===== src/rtl/audio_noise_gate_assert.svh =====
// ============================================================================
// Assertion macros for the noise gate
// Clocked checks used by the gain engine module, disabled during reset.
// ============================================================================
`ifndef AUDIO_NOISE_GATE_ASSERT_SVH
`define AUDIO_NOISE_GATE_ASSERT_SVH

// condition holds at every clock edge out of reset
`define ANG_ASSERT(label, cond) \
	label: assert property (@(posedge clk) disable iff (!arst_n) (cond)) \
		else $error("noise gate check failed");

// antecedent implies consequent in the same cycle
`define ANG_ASSERT_IMP(label, ante, cons) \
	label: assert property (@(posedge clk) disable iff (!arst_n) (ante) |-> (cons)) \
		else $error("noise gate check failed");

`endif


===== src/rtl/ang_pkg.sv =====
// ============================================================================
// Noise gate package
// Shared constants, register indexes and types of the noise gate.
// ============================================================================
package ang_pkg;

	localparam int SAMPLE_BITS_DEF = 16;
	localparam int HOLD_BITS_DEF   = 20;
	localparam int QUEUE_DEPTH     = 2;

	localparam int CFG_IDX_W = 3;
	localparam logic [CFG_IDX_W-1:0] REG_GATE_ENABLE     = 3'd0;
	localparam logic [CFG_IDX_W-1:0] REG_OPEN_THRESHOLD  = 3'd1;
	localparam logic [CFG_IDX_W-1:0] REG_CLOSE_THRESHOLD = 3'd2;
	localparam logic [CFG_IDX_W-1:0] REG_ATTACK_COEFF    = 3'd3;
	localparam logic [CFG_IDX_W-1:0] REG_RELEASE_COEFF   = 3'd4;
	localparam logic [CFG_IDX_W-1:0] REG_HOLD_SAMPLES    = 3'd5;

	localparam logic        RST_GATE_ENABLE     = 1'b0;
	localparam logic [15:0] RST_OPEN_THRESHOLD  = 16'd328;
	localparam logic [15:0] RST_CLOSE_THRESHOLD = 16'd164;
	localparam logic [15:0] RST_ATTACK_COEFF    = 16'd64186;
	localparam logic [15:0] RST_RELEASE_COEFF   = 16'd65509;
	localparam int          RST_HOLD_SAMPLES    = 2400;

	localparam logic [15:0] ENV_ONE      = 16'd32768;
	localparam logic [15:0] ATTACK_SNAP  = 16'd32736;
	localparam logic [15:0] RELEASE_SNAP = 16'd32;

	localparam logic [2:0] MODE_CLOSED  = 3'd0;
	localparam logic [2:0] MODE_ATTACK  = 3'd1;
	localparam logic [2:0] MODE_OPEN    = 3'd2;
	localparam logic [2:0] MODE_HOLD    = 3'd3;
	localparam logic [2:0] MODE_RELEASE = 3'd4;

	typedef struct packed {
		logic bypass;
		logic above_open;
		logic below_close;
	} ang_cls_t;

	localparam int CLS_W = $bits(ang_cls_t);

endpackage


===== src/rtl/ang_front.sv =====
// ============================================================================
// Noise gate front end
// Accepts samples, takes the magnitude and classifies it against the
// thresholds, then pushes the word into the queue.
// ============================================================================
module ang_front #(
	parameter int SAMPLE_BITS = ang_pkg::SAMPLE_BITS_DEF
) (
	input  logic                          clk,
	input  logic                          arst_n,
	input  logic                          in_valid,
	output logic                          in_stall,
	input  logic signed [SAMPLE_BITS-1:0] in_sample,
	input  logic                          gate_enable,
	input  logic [15:0]                   open_threshold,
	input  logic [15:0]                   close_threshold,
	input  logic                          q_full,
	output logic                          push,
	output logic signed [SAMPLE_BITS-1:0] push_sample,
	output ang_pkg::ang_cls_t             push_cls
);

	localparam int CMP_W = (SAMPLE_BITS > 16) ? SAMPLE_BITS : 16;

	logic                          vld_s1;
	logic signed [SAMPLE_BITS-1:0] smp_s1;
	ang_pkg::ang_cls_t             cls_s1;
	logic [SAMPLE_BITS-1:0]        mag;
	logic [CMP_W-1:0]              mag_x;
	ang_pkg::ang_cls_t             cls;
	logic                          load;

	assign mag   = in_sample[SAMPLE_BITS-1] ? SAMPLE_BITS'(-in_sample) : SAMPLE_BITS'(in_sample);
	assign mag_x = CMP_W'(mag);

	always_comb begin
		cls.bypass      = !gate_enable;
		cls.above_open  = mag_x >= CMP_W'(open_threshold);
		cls.below_close = mag_x < CMP_W'(close_threshold);
	end

	assign push     = vld_s1 && !q_full;
	assign in_stall = vld_s1 && q_full;
	assign load     = in_valid && !in_stall;

	always_ff @(posedge clk or negedge arst_n) begin
		if (!arst_n) begin
			vld_s1 <= 1'b0;
		end else if (load) begin
			vld_s1 <= 1'b1;
		end else if (push) begin
			vld_s1 <= 1'b0;
		end
	end

	always_ff @(posedge clk) begin
		if (load) begin
			smp_s1 <= in_sample;
			cls_s1 <= cls;
		end
	end

	assign push_sample = smp_s1;
	assign push_cls    = cls_s1;

endmodule


===== src/rtl/ang_queue.sv =====
// ============================================================================
// Noise gate queue
// Short FIFO between the front end and the gain engine.
// ============================================================================
module ang_queue #(
	parameter int WIDTH = ang_pkg::SAMPLE_BITS_DEF + ang_pkg::CLS_W,
	parameter int DEPTH = ang_pkg::QUEUE_DEPTH
) (
	input  logic             clk,
	input  logic             arst_n,
	input  logic             push,
	input  logic [WIDTH-1:0] push_data,
	input  logic             pop,
	output logic [WIDTH-1:0] pop_data,
	output logic             full,
	output logic             empty
);

	localparam int PTR_W = (DEPTH > 1) ? $clog2(DEPTH) : 1;
	localparam int CNT_W = $clog2(DEPTH + 1);

	logic [WIDTH-1:0] mem_q [DEPTH];
	logic [PTR_W-1:0] wr_ptr_q;
	logic [PTR_W-1:0] rd_ptr_q;
	logic [CNT_W-1:0] cnt_q;

	assign full     = cnt_q == CNT_W'(DEPTH);
	assign empty    = cnt_q == '0;
	assign pop_data = mem_q[rd_ptr_q];

	always_ff @(posedge clk or negedge arst_n) begin
		if (!arst_n) begin
			wr_ptr_q <= '0;
			rd_ptr_q <= '0;
			cnt_q    <= '0;
		end else begin
			if (push) begin
				wr_ptr_q <= (wr_ptr_q == PTR_W'(DEPTH - 1)) ? '0 : wr_ptr_q + 1'b1;
			end
			if (pop) begin
				rd_ptr_q <= (rd_ptr_q == PTR_W'(DEPTH - 1)) ? '0 : rd_ptr_q + 1'b1;
			end
			if (push && !pop) begin
				cnt_q <= cnt_q + 1'b1;
			end else if (pop && !push) begin
				cnt_q <= cnt_q - 1'b1;
			end
		end
	end

	always_ff @(posedge clk) begin
		if (push) begin
			mem_q[wr_ptr_q] <= push_data;
		end
	end

endmodule


===== src/rtl/ang_back.sv =====
// ============================================================================
// Noise gate gain engine
// Steps the gate state machine, updates envelope and hold count and applies
// the gain, except in bypass, and holds the result in the output register.
// ============================================================================
`include "audio_noise_gate_assert.svh"

module ang_back #(
	parameter int SAMPLE_BITS = ang_pkg::SAMPLE_BITS_DEF,
	parameter int HOLD_BITS   = ang_pkg::HOLD_BITS_DEF
) (
	input  logic                          clk,
	input  logic                          arst_n,
	input  logic                          q_empty,
	input  logic signed [SAMPLE_BITS-1:0] q_sample,
	input  ang_pkg::ang_cls_t             q_cls,
	output logic                          pop,
	input  logic [15:0]                   attack_coeff,
	input  logic [15:0]                   release_coeff,
	input  logic [HOLD_BITS-1:0]          hold_samples,
	output logic                          out_valid,
	input  logic                          out_stall,
	output logic signed [SAMPLE_BITS-1:0] out_sample
);

	localparam logic [2:0] B_IDLE = 3'd0;
	localparam logic [2:0] B_MUL  = 3'd1;
	localparam logic [2:0] B_UPD  = 3'd2;
	localparam logic [2:0] B_GAIN = 3'd3;
	localparam logic [2:0] B_OUT  = 3'd4;

	localparam logic [2:0] M_CLOSED  = ang_pkg::MODE_CLOSED;
	localparam logic [2:0] M_ATTACK  = ang_pkg::MODE_ATTACK;
	localparam logic [2:0] M_OPEN    = ang_pkg::MODE_OPEN;
	localparam logic [2:0] M_HOLD    = ang_pkg::MODE_HOLD;
	localparam logic [2:0] M_RELEASE = ang_pkg::MODE_RELEASE;

	localparam int GAIN_W = SAMPLE_BITS + 17;

	logic [2:0]                    st_q;
	logic [2:0]                    mode_q;
	logic [15:0]                   env_q;
	logic [HOLD_BITS-1:0]          rem_q;
	logic signed [SAMPLE_BITS-1:0] smp_q;
	ang_pkg::ang_cls_t             cls_q;
	logic [31:0]                   prod_q;
	logic signed [GAIN_W-1:0]      gain_q;
	logic                          out_valid_q;
	logic signed [SAMPLE_BITS-1:0] out_sample_q;

	logic        out_free;
	logic        finish;
	logic [15:0] mul_a;
	logic [15:0] mul_b;
	logic [15:0] prod_hi;
	logic [15:0] env_att;

	assign out_free = !out_valid_q || !out_stall;
	assign finish   = (st_q == B_OUT) && out_free;
	assign pop      = !q_empty && ((st_q == B_IDLE) || finish);

	assign mul_a   = (mode_q == M_ATTACK) ? ang_pkg::ENV_ONE - env_q : env_q;
	assign mul_b   = (mode_q == M_ATTACK) ? attack_coeff : release_coeff;
	assign prod_hi = prod_q[31:16];
	assign env_att = ang_pkg::ENV_ONE - prod_hi;

	always_ff @(posedge clk or negedge arst_n) begin
		if (!arst_n) begin
			st_q <= B_IDLE;
		end else begin
			unique case (st_q)
				B_IDLE: begin
					if (pop) st_q <= B_MUL;
				end
				B_MUL:  st_q <= B_UPD;
				B_UPD:  st_q <= B_GAIN;
				B_GAIN: st_q <= B_OUT;
				B_OUT: begin
					if (finish) st_q <= pop ? B_MUL : B_IDLE;
				end
				default: st_q <= B_IDLE;
			endcase
		end
	end

	always_ff @(posedge clk or negedge arst_n) begin
		if (!arst_n) begin
			mode_q <= M_CLOSED;
			env_q  <= '0;
			rem_q  <= '0;
		end else if (st_q == B_UPD && !cls_q.bypass) begin
			unique case (mode_q)
				M_ATTACK: begin
					if (env_att >= ang_pkg::ATTACK_SNAP) begin
						env_q  <= ang_pkg::ENV_ONE;
						mode_q <= M_OPEN;
					end else begin
						env_q <= env_att;
					end
				end
				M_OPEN: begin
					if (cls_q.below_close) begin
						mode_q <= M_HOLD;
						rem_q  <= hold_samples;
					end
				end
				M_HOLD: begin
					if (rem_q != '0) rem_q <= rem_q - 1'b1;
					if (cls_q.above_open) begin
						mode_q <= M_OPEN;
					end else if (rem_q <= HOLD_BITS'(1)) begin
						mode_q <= M_RELEASE;
					end
				end
				M_RELEASE: begin
					if (prod_hi <= ang_pkg::RELEASE_SNAP) begin
						env_q  <= '0;
						mode_q <= M_CLOSED;
					end else begin
						env_q <= prod_hi;
						if (cls_q.above_open) mode_q <= M_ATTACK;
					end
				end
				default: begin
					mode_q <= cls_q.above_open ? M_ATTACK : M_CLOSED;
				end
			endcase
		end
	end

	always_ff @(posedge clk) begin
		if (pop) begin
			smp_q <= q_sample;
			cls_q <= q_cls;
		end
		if (st_q == B_MUL) begin
			prod_q <= 32'(mul_a) * 32'(mul_b);
		end
		if (st_q == B_GAIN) begin
			gain_q <= GAIN_W'(smp_q) * $signed(GAIN_W'({1'b0, env_q}));
		end
	end

	always_ff @(posedge clk or negedge arst_n) begin
		if (!arst_n) begin
			out_valid_q <= 1'b0;
		end else if (finish) begin
			out_valid_q <= 1'b1;
		end else if (!out_stall) begin
			out_valid_q <= 1'b0;
		end
	end

	always_ff @(posedge clk) begin
		if (finish) begin
			out_sample_q <= cls_q.bypass ? smp_q : gain_q[SAMPLE_BITS+14:15];
		end
	end

	assign out_valid  = out_valid_q;
	assign out_sample = out_sample_q;

	`ANG_ASSERT(a_env_max, env_q <= ang_pkg::ENV_ONE)
	`ANG_ASSERT_IMP(a_closed_env, mode_q == M_CLOSED, env_q == '0)
	`ANG_ASSERT_IMP(a_open_env, mode_q == M_OPEN || mode_q == M_HOLD, env_q == ang_pkg::ENV_ONE)
	`ANG_ASSERT_IMP(a_pop_state, pop, st_q == B_IDLE || st_q == B_OUT)

endmodule


===== src/rtl/audio_noise_gate.sv =====
// ============================================================================
// Audio noise gate
// Noise gate with attack, hold and release on a Q1.15 sample stream.
// ============================================================================
// Usage:
//   in_valid/in_stall carries one signed sample per word; out_valid/out_stall
//   returns one gated sample per word, in order. A word moves at a clock edge
//   with valid high and stall low.
//   cfg_valid/cfg_ready writes register cfg_index with cfg_data; cfg_ready is
//   always high. Write registers only while no sample is in flight.
//   Path: front register, queue, then four engine steps (multiply, update,
//   gain, output) into the output register. The engine steps share one
//   state machine and carry one sample at a time, so the engine takes a
//   new sample only after the output step of the last one.
//   A two-word queue lets the front keep accepting while the engine or the
//   output register waits. When out_stall is high the output word holds,
//   the engine stops at its output step, then queue and in_stall back up.
//   Reset: registers take their default values, the gate is closed with
//   zero envelope, and all pipeline and queue contents are dropped.
// ============================================================================
module audio_noise_gate #(
	parameter int SAMPLE_BITS = ang_pkg::SAMPLE_BITS_DEF,
	parameter int HOLD_BITS   = ang_pkg::HOLD_BITS_DEF,
	parameter int CFG_W       = (HOLD_BITS > 16) ? HOLD_BITS : 16
) (
	input  logic                          clk,
	input  logic                          arst_n,
	input  logic                          in_valid,
	output logic                          in_stall,
	input  logic signed [SAMPLE_BITS-1:0] in_sample,
	output logic                          out_valid,
	input  logic                          out_stall,
	output logic signed [SAMPLE_BITS-1:0] out_sample,
	input  logic                          cfg_valid,
	output logic                          cfg_ready,
	input  logic [ang_pkg::CFG_IDX_W-1:0] cfg_index,
	input  logic [CFG_W-1:0]              cfg_data
);

	localparam int QW = SAMPLE_BITS + ang_pkg::CLS_W;

	logic                 gate_enable_q;
	logic [15:0]          open_threshold_q;
	logic [15:0]          close_threshold_q;
	logic [15:0]          attack_coeff_q;
	logic [15:0]          release_coeff_q;
	logic [HOLD_BITS-1:0] hold_samples_q;

	logic                          push;
	logic signed [SAMPLE_BITS-1:0] push_sample;
	ang_pkg::ang_cls_t             push_cls;
	logic                          pop;
	logic [QW-1:0]                 pop_data;
	logic                          q_full;
	logic                          q_empty;
	ang_pkg::ang_cls_t             pop_cls;

	assign cfg_ready = 1'b1;

	always_ff @(posedge clk or negedge arst_n) begin
		if (!arst_n) begin
			gate_enable_q     <= ang_pkg::RST_GATE_ENABLE;
			open_threshold_q  <= ang_pkg::RST_OPEN_THRESHOLD;
			close_threshold_q <= ang_pkg::RST_CLOSE_THRESHOLD;
			attack_coeff_q    <= ang_pkg::RST_ATTACK_COEFF;
			release_coeff_q   <= ang_pkg::RST_RELEASE_COEFF;
			hold_samples_q    <= HOLD_BITS'(ang_pkg::RST_HOLD_SAMPLES);
		end else if (cfg_valid && cfg_ready) begin
			unique case (cfg_index)
				ang_pkg::REG_GATE_ENABLE:     gate_enable_q     <= cfg_data[0];
				ang_pkg::REG_OPEN_THRESHOLD:  open_threshold_q  <= cfg_data[15:0];
				ang_pkg::REG_CLOSE_THRESHOLD: close_threshold_q <= cfg_data[15:0];
				ang_pkg::REG_ATTACK_COEFF:    attack_coeff_q    <= cfg_data[15:0];
				ang_pkg::REG_RELEASE_COEFF:   release_coeff_q   <= cfg_data[15:0];
				ang_pkg::REG_HOLD_SAMPLES:    hold_samples_q    <= cfg_data[HOLD_BITS-1:0];
				default: ;
			endcase
		end
	end

	ang_front #(
		.SAMPLE_BITS(SAMPLE_BITS)
	) u_front (
		.clk            (clk),
		.arst_n         (arst_n),
		.in_valid       (in_valid),
		.in_stall       (in_stall),
		.in_sample      (in_sample),
		.gate_enable    (gate_enable_q),
		.open_threshold (open_threshold_q),
		.close_threshold(close_threshold_q),
		.q_full         (q_full),
		.push           (push),
		.push_sample    (push_sample),
		.push_cls       (push_cls)
	);

	ang_queue #(
		.WIDTH(QW),
		.DEPTH(ang_pkg::QUEUE_DEPTH)
	) u_queue (
		.clk      (clk),
		.arst_n   (arst_n),
		.push     (push),
		.push_data({push_cls, push_sample}),
		.pop      (pop),
		.pop_data (pop_data),
		.full     (q_full),
		.empty    (q_empty)
	);

	assign pop_cls = pop_data[QW-1:SAMPLE_BITS];

	ang_back #(
		.SAMPLE_BITS(SAMPLE_BITS),
		.HOLD_BITS  (HOLD_BITS)
	) u_back (
		.clk          (clk),
		.arst_n       (arst_n),
		.q_empty      (q_empty),
		.q_sample     (pop_data[SAMPLE_BITS-1:0]),
		.q_cls        (pop_cls),
		.pop          (pop),
		.attack_coeff (attack_coeff_q),
		.release_coeff(release_coeff_q),
		.hold_samples (hold_samples_q),
		.out_valid    (out_valid),
		.out_stall    (out_stall),
		.out_sample   (out_sample)
	);

endmodule

===== config.mk =====
export PLATFORM = sky130hd
export DESIGN_NAME = audio_noise_gate
export DESIGN_NICKNAME = d
export VERILOG_FILES = /design/src/rtl/ang_pkg.sv /design/src/rtl/ang_front.sv /design/src/rtl/ang_queue.sv /design/src/rtl/ang_back.sv /design/src/rtl/audio_noise_gate.sv
export VERILOG_INCLUDE_DIRS = /design/src /design/src/rtl
export SDC_FILE = /design/constraint.sdc
export NUM_CORES = 2
export LEC_CHECK = 0
export BUFFER_PORTS_ARGS = -buffer_cell sky130_fd_sc_hd__buf_2
export CORE_MARGIN = 5
export CORE_UTILIZATION = 25
export CTS_BUF_LIST = sky130_fd_sc_hd__clkbuf_8
export CTS_CLUSTER_DIAMETER = 80
export CTS_CLUSTER_SIZE = 16
export DETAILED_ROUTE_END_ITERATION = 8
export PLACE_DENSITY = 0.49
export SETUP_SLACK_MARGIN = 0.02
export SYNTH_ARGS = -nofsm -noshare
export SYNTH_HDL_FRONTEND = slang
export SYNTH_SLANG_ARGS = --single-unit

===== constraint.sdc =====
create_clock -name clk -period 10 [get_ports clk]
set_input_delay 1 -clock clk [delete_from_list [all_inputs] [get_ports clk]]
set_output_delay 1 -clock clk [all_outputs]
set_load 0.05 [all_outputs]

==> impl_metrics.json <==
{
  "postSynthCellCount": 2839,
  "synth_area_mm2": 0.0278,
  "share_clk_of_total_power_pct": 7.7,
  "synth_nets": 3516,
  "ys_seq_elements": 257,
  "largest_net_degree_at_the_start_of_global_routing": 71,
  "p_comb_share_pct": 67.3,
  "postSynth.topFlopCell": "edfxtp_1",
  "worst_skew_pair.late_latency_ns": 0.60,
  "layout.nets": 3550,
  "initialDrtViolationCount": 1008,
  "synth_top_cells_by_count": "inv_1 (521), nand2_1 (408), fa_1 (386)",
  "globalRouteTotalUtil_pct": 12.3,
  "layout.core_utilization_pct": 27.5,
  "timing.reg2reg.worst_path_depth": 25,
  "post_cts_resized": 0,
  "final_worst_path_period_need_ns": 8.80,
  "cts_max_level": 1,
  "cts-root-to-sink-buffers": 3,
  "power_density_mw_per_mm2": 260,
  "post_route_cells_drive_above_1_share_pct": 10.3,
  "crit-reg2reg-capture": "u_back.prod_q[31]",
  "final-max-slew-violation-count": 0,
  "post-route-period-util_pct": 88.0,
  "fin_skew_ns": 0.0396,
  "holdCritPathClass": "input pin to asynchronous set/reset pin",
  "path_clk_slew_ns": 0.11,
  "grt_first_pass_wirelength_um": 115000,
  "layout-area-overhead-vs-synth_pct": 9.53,
  "synth_area_leader_cell": "fa_1",
  "grt_overflow_total": 0,
  "yosysWarningCount": 0,
  "synth.yosys.seq_area_share_pct": 25.5,
  "synth_top_cells_by_area": "fa_1 (28%), edfxtp_1 (13%), ha_1 (11%)",
  "detailedPlacementHpwl_um": 56400,
  "buffer_cell_driving_the_clock_tree_root": "clkbuf_8",
  "place_inst": 4338,
  "max_cap_violations": 0,
  "synth.distinct_cells": 79,
  "worstPathArrival_ns": 9.15,
  "num_clock_sinks": 257,
  "antenna_violating_nets_post_route": 0,
  "setup-violations-final": 0,
  "coreArea_mm2": 0.111,
  "worst_case_headroom_to_the_max_slew_limit_pct": 24.6,
  "static-leakage-power_nw": 14.4,
  "initial_utilization_pct": 25.1,
  "peakVddDrop_mv": 0.117,
  "placement.io_buffers": 61,
  "cts_hold_buf": 0,
  "r2r_slack_ns": 1.20,
  "drt-total-wl_um": 71500,
  "avgViaCountPerCell": 4.35,
  "first_global_vias": 19800,
  "grt_antenna_before_repair": 3,
  "run_status": "finished, final reports clean",
  "fp.dieW_um": 344,
  "routedWlPerCell_um": 16.3,
  "cts_tree": "done",
  "post_cts_setup_driven_buffer_insertion_count": 0,
  "num_vias": 19100,
  "timing.critical_path.fanout_max": 21,
  "data_required_time_at_the_worst_endpoint_ns": 10.35,
  "floorplan.rows": 122,
  "final_weighted_congestion_in_routability_driven_placement": 0.860,
  "final_cell_count_no_fill": 4381,
  "worst_hold_slack_ns": 0.381,
  "final_hold_viol_count": 0,
  "intPower_mw": 3.99,
  "max_freq_mhz": 114,
  "netSwitchingFraction_pct": 49.6,
  "drt_drc_violations_left": 0,
  "grt_setup_unrepaired": "no",
  "die_area_mm2": 0.118,
  "share_of_flip_flops_with_an_asynchronous_set_or_reset_after_synthesis_pct": 51.8,
  "seq_power_share_pct": 25.1,
  "worstSetupEndpointType": "flop",
  "die_height_um": 344,
  "setup_total_negative_slack_ns": 0,
  "crit_path_start_kind": "flop",
  "post-synth-top-area-fraction_pct": 27.8,
  "drtPass1Iterations": 5,
  "synth_most_common_cell": "inv_1",
  "number_of_enable_type_register_cells_in_the_synthesized_netlist": 124,
  "critical_path.reg2reg.startpoint": "u_back.env_q[3]",
  "setup.worst_path.class": "flop to flop",
  "num_ports": 63,
  "numCtsBuffers": 21,
  "worst_slew_pin_slew_ns": 1.12,
  "avgSynthCellArea_um2": 9.80,
  "switching_power_mw": 3.92
}
## per-stage QoR
step / worst slack (ns) / power, mW / instance area, um2
6_report: 1.20 / 7.91 / 30500
5_1_grt: 0.578 / 8.88 / 30500
4_1_cts: 1.15 / 8.06 / 30500
3_5_place_dp: 1.20 / 7.39 / 30100
3_3_place_gp: 1.41 / 7.34 / 30100
2_1_floorplan: 2.68 / 5.80 / 27800
## flip-flops by register name, indices dropped and copies added, names as in the netlist
register	flops
u_back.out_valid	1
hold_samples_q	20
u_front.vld_s1	1
u_back.rem_q	20
u_queue.mem_q	38
u_queue.rd_ptr_q	1
u_back.out_sample	16
u_back.smp_q	16
u_back.env_q	16
u_queue.cnt_q	2
u_back.st_q	3
close_threshold_q	16
release_coeff_q	16
u_front.push_sample	16
u_queue.wr_ptr_q	1
u_back.cls_q	3
u_back.prod_q	16
open_threshold_q	16
u_back.mode_q	3
u_back.gain_q	16
gate_enable_q	1
u_front.push_cls	3
attack_coeff_q	16
## worst max-delay path, stage by stage (launching register included)
cell      delay (ns)
dfrtp_1         0.67
nor3_1          0.33
and3_1          0.25
nor4b_1         0.79
nor2_1          0.18
xor2_1          0.80
nand2_1         0.19
fa_1            0.55
fa_1            0.51
fa_1            0.52
inv_1           0.06
fa_1            0.48
fa_1            0.49
inv_1           0.05
fa_1            0.47
inv_1           0.04
ha_1            0.28
nand2_1         0.06
o21bai_1        0.18
a211o_1         0.30
a31oi_1         0.24
o21ai_1         0.25
o311ai_2        0.42
a211o_1         0.22
a21oi_1         0.08
xnor2_1         0.12
## power groups by stage
stage               Combinational (mW)  Sequential, mW  Clock (mW)
floorplan                         3.94            1.87           0
global placement                  5.35            2.00           0
detailed placement                5.38            2.01           0
CTS                               5.44            1.98       0.642
global route                      6.17            2.03       0.678
finish                            5.32            1.98       0.606
## layout by cell type, fill, tap and decap left out, drive strengths merged, types with 5 or more instances in the layout
cell and count:
a211oi 6, o22ai 8, a21oi 61, nor2b 11, o21ai 95, dfrtp 99
diode 5, a22oi 9, mux2 90, ha 247, clkbuf 21, nand2b 25
nor2 201, nor3 31, buf 121, fa 386, nand2 408, nor4 12
or3 7, edfxtp 124, dfstp 34, nand3 18, xnor2 59, mux2i 15
nand4 7, o21a 6, xor2 27, a21o 32, inv 534, and3 8
o31ai 9, and2 109
## cell families after synthesis
| family | synth area share [%] |
|---|---|
| simple gates | 14.0 |
| fa+ha+maj | 38.9 |
| buf+inv | 8.58 |
| compound gates | 6.15 |
| flops | 25.5 |
| mux | 4.18 |
| xor+xnor | 2.71 |
| other cells | 0.0135 |
## area by class of cell
cell class              count  area, um2
diodes                      5       12.5
clock buffers              21        289
clock inverters            17        116
fillers                 11800      80200
inverters                 521       1960
multi-input cells        1951      18400
flip-flops and latches    257       7090
well taps                1488       1860
repair buffers            121        762
## metal layers
layer / track usage [%] / up-vias / share of wire, % / wire length (um)
met5: 0 / - / 0 / 0
met4: 2.01 / 0 / 1.7 / 1200
met3: 1.58 / 63 / 3.7 / 2670
met2: 20.5 / 343 / 47 / 33800
met1: 17.3 / 9672 / 47 / 33800
li1: - / 8984 / - / -
## worst max path at each step
stage / start / endpoint / slack [ns]
final: u_back.env_q[3] / u_back.prod_q[31] / 1.20
after global routing: u_back.env_q[3] / u_back.prod_q[31] / 0.58
after CTS: u_back.env_q[3] / u_back.prod_q[31] / 1.15
after detailed placement: u_back.env_q[3] / u_back.prod_q[31] / 1.20
after global placement: u_back.env_q[3] / u_back.prod_q[26] / 1.41
after floorplan: u_back.env_q[0] / u_back.prod_q[31] / 2.68
No activity file was read; power rests on OpenSTA's default activity.
